## src/sv/pdta_pkg.sv

```systemverilog
// ----------------------------------------------------------------------------
// pdta_pkg
// Shared widths and types for the point distance / triangle area block
// ----------------------------------------------------------------------------
`timescale 1ns / 1ps
`default_nettype none
package pdta_pkg;
   localparam int COORD_W  = 16;
   localparam int DIFF_W   = COORD_W + 1;
   localparam int PROD_W   = 2 * DIFF_W;
   localparam int MAG_W    = PROD_W;
   localparam int HALF_W   = MAG_W / 2;
   localparam int SQ_W     = 2 * MAG_W;
   localparam int SUM_W    = SQ_W + 2;
   localparam int SHIFT    = 18;
   localparam int RAD_W    = SUM_W - SHIFT;
   localparam int ROOT_W   = RAD_W / 2;
   localparam int REM_W    = ROOT_W + 2;
   localparam int RESULT_W = 25;
   localparam int N_CELLS  = ROOT_W;

   localparam logic OP_DISTANCE = 1'b0;
   localparam logic OP_AREA     = 1'b1;

   typedef struct packed {
      logic              valid;
      logic [REM_W-1:0]  rem;
      logic [ROOT_W-1:0] root;
      logic [RAD_W-1:0]  rad;
   } sqrt_cell_type;
endpackage
`default_nettype wire

```

## src/sv/pdta_sqrt_cell.sv

```systemverilog
// ----------------------------------------------------------------------------
// pdta_sqrt_cell
// One root bit of the square root chain, two radicand bits per cell
// ----------------------------------------------------------------------------
`timescale 1ns / 1ps
`default_nettype none
module pdta_sqrt_cell (
   input  wire logic               clock,
   input  wire logic               reset,
   input  wire logic               en,
   input  pdta_pkg::sqrt_cell_type cell_in,
   output pdta_pkg::sqrt_cell_type cell_out
);
   localparam int RW = pdta_pkg::REM_W;
   localparam int TW = RW + 2;

   logic [TW-1:0] trial, test, diff;
   pdta_pkg::sqrt_cell_type cell_ff, cell_in_next;

   assign trial = {cell_in.rem, cell_in.rad[pdta_pkg::RAD_W-1 -: 2]};
   assign test  = TW'({cell_in.root, 2'b01});
   assign diff  = trial - test;

   always_comb begin
      cell_in_next.valid = cell_in.valid;
      cell_in_next.rad   = {cell_in.rad[pdta_pkg::RAD_W-3:0], 2'b00};
      if (trial >= test) begin
         cell_in_next.rem  = diff[RW-1:0];
         cell_in_next.root = {cell_in.root[pdta_pkg::ROOT_W-2:0], 1'b1};
      end else begin
         cell_in_next.rem  = trial[RW-1:0];
         cell_in_next.root = {cell_in.root[pdta_pkg::ROOT_W-2:0], 1'b0};
      end
   end

   always_ff @(posedge clock) begin
      if (reset) begin
         cell_ff.valid <= 1'b0;
      end else if (en) begin
         cell_ff.valid <= cell_in_next.valid;
      end
      if (en) begin
         cell_ff.rem  <= cell_in_next.rem;
         cell_ff.root <= cell_in_next.root;
         cell_ff.rad  <= cell_in_next.rad;
      end
   end

   assign cell_out = cell_ff;
endmodule
`default_nettype wire

```

## config.mk

```make
export PLATFORM = sky130hd
export DESIGN_NAME = pdta_sqrt_cell
export DESIGN_NICKNAME = d
export VERILOG_FILES = /design/src/sv/pdta_pkg.sv /design/src/sv/pdta_sqrt_cell.sv
export SDC_FILE = /design/constraint.sdc
export NUM_CORES = 1
export LEC_CHECK = 0
export BUFFER_PORTS_ARGS = -buffer_cell sky130_fd_sc_hd__buf_4
export CORE_ASPECT_RATIO = 1.75
export CORE_MARGIN = 2
export CORE_UTILIZATION = 40
export CTS_BUF_LIST = sky130_fd_sc_hd__clkbuf_4
export DETAILED_ROUTE_END_ITERATION = 6
export HOLD_SLACK_MARGIN = 0.02
export PLACE_DENSITY = 0.71
export SETUP_SLACK_MARGIN = 0.4
export SKIP_LAST_GASP = 1
export SLEW_MARGIN = 20
export SYNTH_ARGS = -nofsm -noshare
export SYNTH_HDL_FRONTEND = slang
export SYNTH_SLANG_ARGS = --single-unit
```

## constraint.sdc

```tcl
create_clock -name clock -period 3.9 [get_ports clock]
set_input_delay 0.585 -clock clock [delete_from_list [all_inputs] [get_ports clock]]
set_output_delay 0.585 -clock clock [all_outputs]
set_load 0.1 [all_outputs]
```

# Yosys cells after proc, flatten, opt, wreduce, memory -nomap -nowiden
# Index checks and enable logic that the tools add are counted.
# totals
latch_bits	0
mem_count	0
in_bits	110
reg_bits	105
mem_bits_rw	0
word_cells	7
mem_bits_ro	0
# classes
n_shift	0
div_mod_pow	0
n_reduce_logical	0
mux	1
eq_ne	0
bitwise_logic	0
order_cmp	1
n_mul	0
n_addsub	1
# op_table
op	count
$mux 54	1
$ge 30x28->1	1
$sub 28x28->28	1

# Logic depth before layout (Yosys ltp)
# depth
ltp_word	2
mapped_depth	13
mapped_depth_nobuf	11

# Least setup slack after synthesis
# Ideal clock, no wire load.
# synth_timing
path_kind	input-to-reg
from	input port cell_in[54] (netlist name)
to	register cell_ff (netlist bit cell_out[100]), data pin
setup_ns	0.260
arrival_time_ns	2.837
path_slack_ns	0.803
path_buffers	2
cell_stages	13
cell_sequence	inv_1 -> ha_1 -> a21oi_4 -> o21bai_2 -> a221oi_2 -> o22a_4 -> o21ai_4 -> a21oi_4 -> a21oi_2 -> nor4_4 -> buf_6 -> buf_12 -> mux2_4
# synth_lines
element	line	rtl
start: declaration	pdta_sqrt_cell.sv:11	input pdta_pkg::sqrt_cell_type cell_in,
end: declaration	pdta_sqrt_cell.sv:18	pdta_pkg::sqrt_cell_type cell_ff, cell_in_next;

==> impl_summary.log <==
[metrics] result of the run: completed
[metrics] post-synthesis async set-or-reset flop share: 0%
[metrics] number of top-level pins: 217
[metrics] count of flip-flops with a built-in enable after synthesis: 104
[metrics] Finished Layout Cells: 757
[metrics] final HPWL from detailed placement: 9.92 mm
[metrics] fraction of the yosys area taken by sequential cells: 61.8%
[metrics] area delta synth->final: 37.6%
[metrics] Synth area leaders: edfxtp_1, ha_1, mux2_2, xnor2_1, inv_1
[metrics] most used flip-flop cell after synthesis: edfxtp_1
[metrics] met1 WL: 4.35 mm
[metrics] Worst slew margin: 64.0%
[metrics] DRC: 0
[metrics] number of hold violations in the final report: 0
[metrics] cell with the most instances after synthesis: edfxtp_1
[metrics] synthesized cell area: 0.00509 mm²
[metrics] root buffer cell: clkbuf_4
[metrics] maximum number of pins on one net before global-route repair: 42
[metrics] highest routing layer actually used: met4
[metrics] combinational family with the most area after synthesis: compound AO/OA/AOI/OAI gates
[metrics] Syn. warnings: 0
[metrics] R2R cell count: 2
[metrics] number of nets in the layout: 721
[metrics] Leakage: 3.10 nW
[metrics] Clock Latency Late Sink: 470 ps
[metrics] Die Y: 153 µm
[metrics] global-route wire length before repair: 18.8 mm
[metrics] wire length on met3: 908 µm
[metrics] Yosys reg bits: 105
[metrics] distinct cell type count after synthesis: 49
[metrics] fraction of power consumed by sequential logic: 41.3%
[metrics] multi-input gate area in the final layout: 0.00173 mm²
[metrics] number of H-tree levels: 3
[metrics] final non-filler cell area: 0.00700 mm²
[metrics] clock input transition at the sequential cells of the worst setup and hold paths: 170 ps
[metrics] die area: 0.0137 mm²
[metrics] width of the chip: 89.2 µm
[metrics] number of buffers inserted by port buffering: 214
[metrics] total global routing track utilization: 17.9%
[metrics] flip-flop and latch area: 0.00314 mm²
[metrics] initial core utilization: 40.9%
[metrics] mean instance size in the synthesized netlist: 14.0 µm²
[metrics] top cell type's share of synthesized area: 61.4%
[metrics] NetSw: 0.00152 W
[metrics] final slew viol count: 0
[metrics] complex-gate fraction of the synthesized area: 10.7%
[metrics] count of nets left with antenna violations after detail routing: 0
[metrics] count of hold-fix buffers inserted at cts: 0
[metrics] number of max-cap violations: 0
[metrics] fin crit share: 75.9%
[metrics] CTS Sinks: 105
[metrics] transition time at the pin with the least slew margin: 540 ps
[metrics] DRT iter0 DRCs: 130
[metrics] unrepaired setup endpoints after global routing: no
[metrics] number of buffers on the longest clock path: 2
[metrics] final core area utilization: 56.3%
[metrics] portion of total power attributed to combinational logic: 42.8%
[metrics] setup bufs post-CTS: 0
[metrics] Crit path required time: 4150 ps
[metrics] arithmetic-cell share of the synthesized area counting full adders, half adders and majority gates: 6.89%
[metrics] Int Power: 0.00190 W
[metrics] total setup violations reported at the end of the flow: 0
[metrics] fmax: 338 MHz
[metrics] via count: 3,720
[metrics] # resized after CTS: 0
[metrics] total gr overflow: 0
[metrics] worst r2r src: cell_out[106]
[metrics] TritonCTS Buffers: 9
[metrics] post-synthesis simple-gate area fraction: 5.24%
[metrics] leading cell types by count after synthesis: edfxtp_1, inv_1, ha_1
[metrics] post-route minimum period: 2960 ps
[metrics] crit path DAT: 3200 ps
[metrics] Worst VDD drop: 0.262 mV
[metrics] proportion of layout cells with a drive suffix above 1: 45.7%
[metrics] worst setup skew after layout: 0 ps
[metrics] core region area: 0.0124 mm²
[metrics] Switching Share: 44.5%
[metrics] Routed wire per std cell: 16.7 µm
[metrics] overall routed net length: 12.7 mm
[metrics] Clock power frac: 15.9%
[metrics] via count of the first global-routing pass: 3,975
[metrics] placed instance count: 740
[metrics] Crit Reg-Reg Endpoint: cell_out[106]
[metrics] clock tree from TritonCTS: built
[metrics] WS Path Type: primary input to flip-flop
[metrics] antenna violations before repair: 1
[metrics] ratio of routed vias to standard cells: 4.91
[metrics] cell area reported after detailed placement: 0.00686 mm²
[metrics] XOR/XNOR share of the synthesized area: 4.48%
[metrics] nature of the critical path endpoint: flip-flop
[metrics] crit path launch type: primary input
[metrics] Critical Path End: cell_out[105]
[metrics] Fin Setup TNS: 0 ps
[metrics] slack of the worst reg-to-reg path: 3300 ps
[metrics] maximum fanout encountered on the critical timing path: 6
[metrics] Detailed Routing Iterations Pass 1: 4
[metrics] multiplexer share of the synthesized area: 6.57%
[metrics] count of mapped cells out of synthesis: 363
[metrics] origin of the worst setup path: cell_in[56]
[metrics] HP Class: primary input to flip-flop
[metrics] filler cell count: 1,117
[metrics] met2 WL post-DR: 7.07 mm
[metrics] number of placement rows: 54
[metrics] largest area contributor in the netlist: edfxtp_1
[metrics] global placer's final weighted congestion: 0.906
[metrics] number of flip-flops in the largest register: 105
[metrics] power per cell area: 489 mW/mm²
## how the worst min path moves through the flow
stage	start	to	slack [ps]	cells past startpoint
2_1_floorplan	reset	cell_out[106]	660	1
3_3_place_gp	cell_out[106]	cell_out[106]	470	2
3_5_place_dp	cell_out[106]	cell_out[106]	500	2
4_1_cts	reset	cell_out[106]	210	2
5_1_grt	reset	cell_out[106]	210	2
6_report	reset	cell_out[106]	230	2
## cells by family after synthesis
group	count (synthesis)
XOR/XNOR	26
buffers and inverters	49
adder cells (fa/ha/maj)	28
AO/OA/AOI/OAI	78
AND/OR/NAND/NOR	48
other	1
flip-flops	105
multiplexers	28
## critical path, stage by stage
cell,delay [ps]
buf_4,90
inv_1,40
ha_1,390
nand4_1,220
a211oi_1,430
o21ai_0,220
a21oi_1,400
a211o_1,250
nand2b_1,70
a21oi_1,170
xor2_1,80
mux2_2,260
## area by class of cell
cell class,instances,area share [%]
Clock inverter,7,0.947
Inverter,39,2.09
Tap cell,168,3.00
Timing Repair Buffer,218,23.4
Sequential cell,105,44.9
Antenna cell,1,0.0357
Clock buffer,9,0.965
Multi-Input combinational cell,210,24.7
## per-stage QoR
step	setup slack, ps	power (W)	hold slack, ps
after CTS	943	0.00345	209
final	942	0.00342	232
after global routing	777	0.00354	210
after detailed placement	457	0.00291	498
after global placement	500	0.00289	474
after floorplan	803	0.00256	657
## power groups by stage
| stage | clock (W) | sequential (W) | combinational, W |
|---|---|---|---|
| final | 0.000543 | 0.00141 | 0.00147 |
| after global routing | 0.000596 | 0.00143 | 0.00152 |
| after CTS | 0.000565 | 0.00141 | 0.00147 |
| after detailed placement | 0 | 0.00144 | 0.00147 |
| after global placement | 0 | 0.00144 | 0.00146 |
| after floorplan | 0 | 0.00226 | 0.000300 |
## layout by cell type, fill, tap and decap left out, types with 2 or more instances in the layout
cell	count
buf_4	218
edfxtp_1	104
inv_1	38
ha_1	28
a21oi_1	26
mux2_2	19
xnor2_1	18
a21o_1	15
nand2_1	13
o21ai_0	11
nor2_1	9
clkbuf_4	9
xor2_1	8
nand4_1	7
mux2_4	6
nand3_1	4
o21ai_1	3
nand2b_1	3
nor2b_1	3
a211oi_1	3
mux2i_1	3
a21oi_4	2
and4_1	2
o22ai_1	2
o221ai_1	2
a211o_1	2
and3_1	2
conb_1	2
clkinv_4	2
## routing by layer
layer	global-route usage, %	vias up
met1	17.7	1772
met2	34.2	147
met4	6.97	0
met5	0	-
met3	4.16	21
li1	-	1780
No activity file was read; power rests on OpenSTA's default activity.
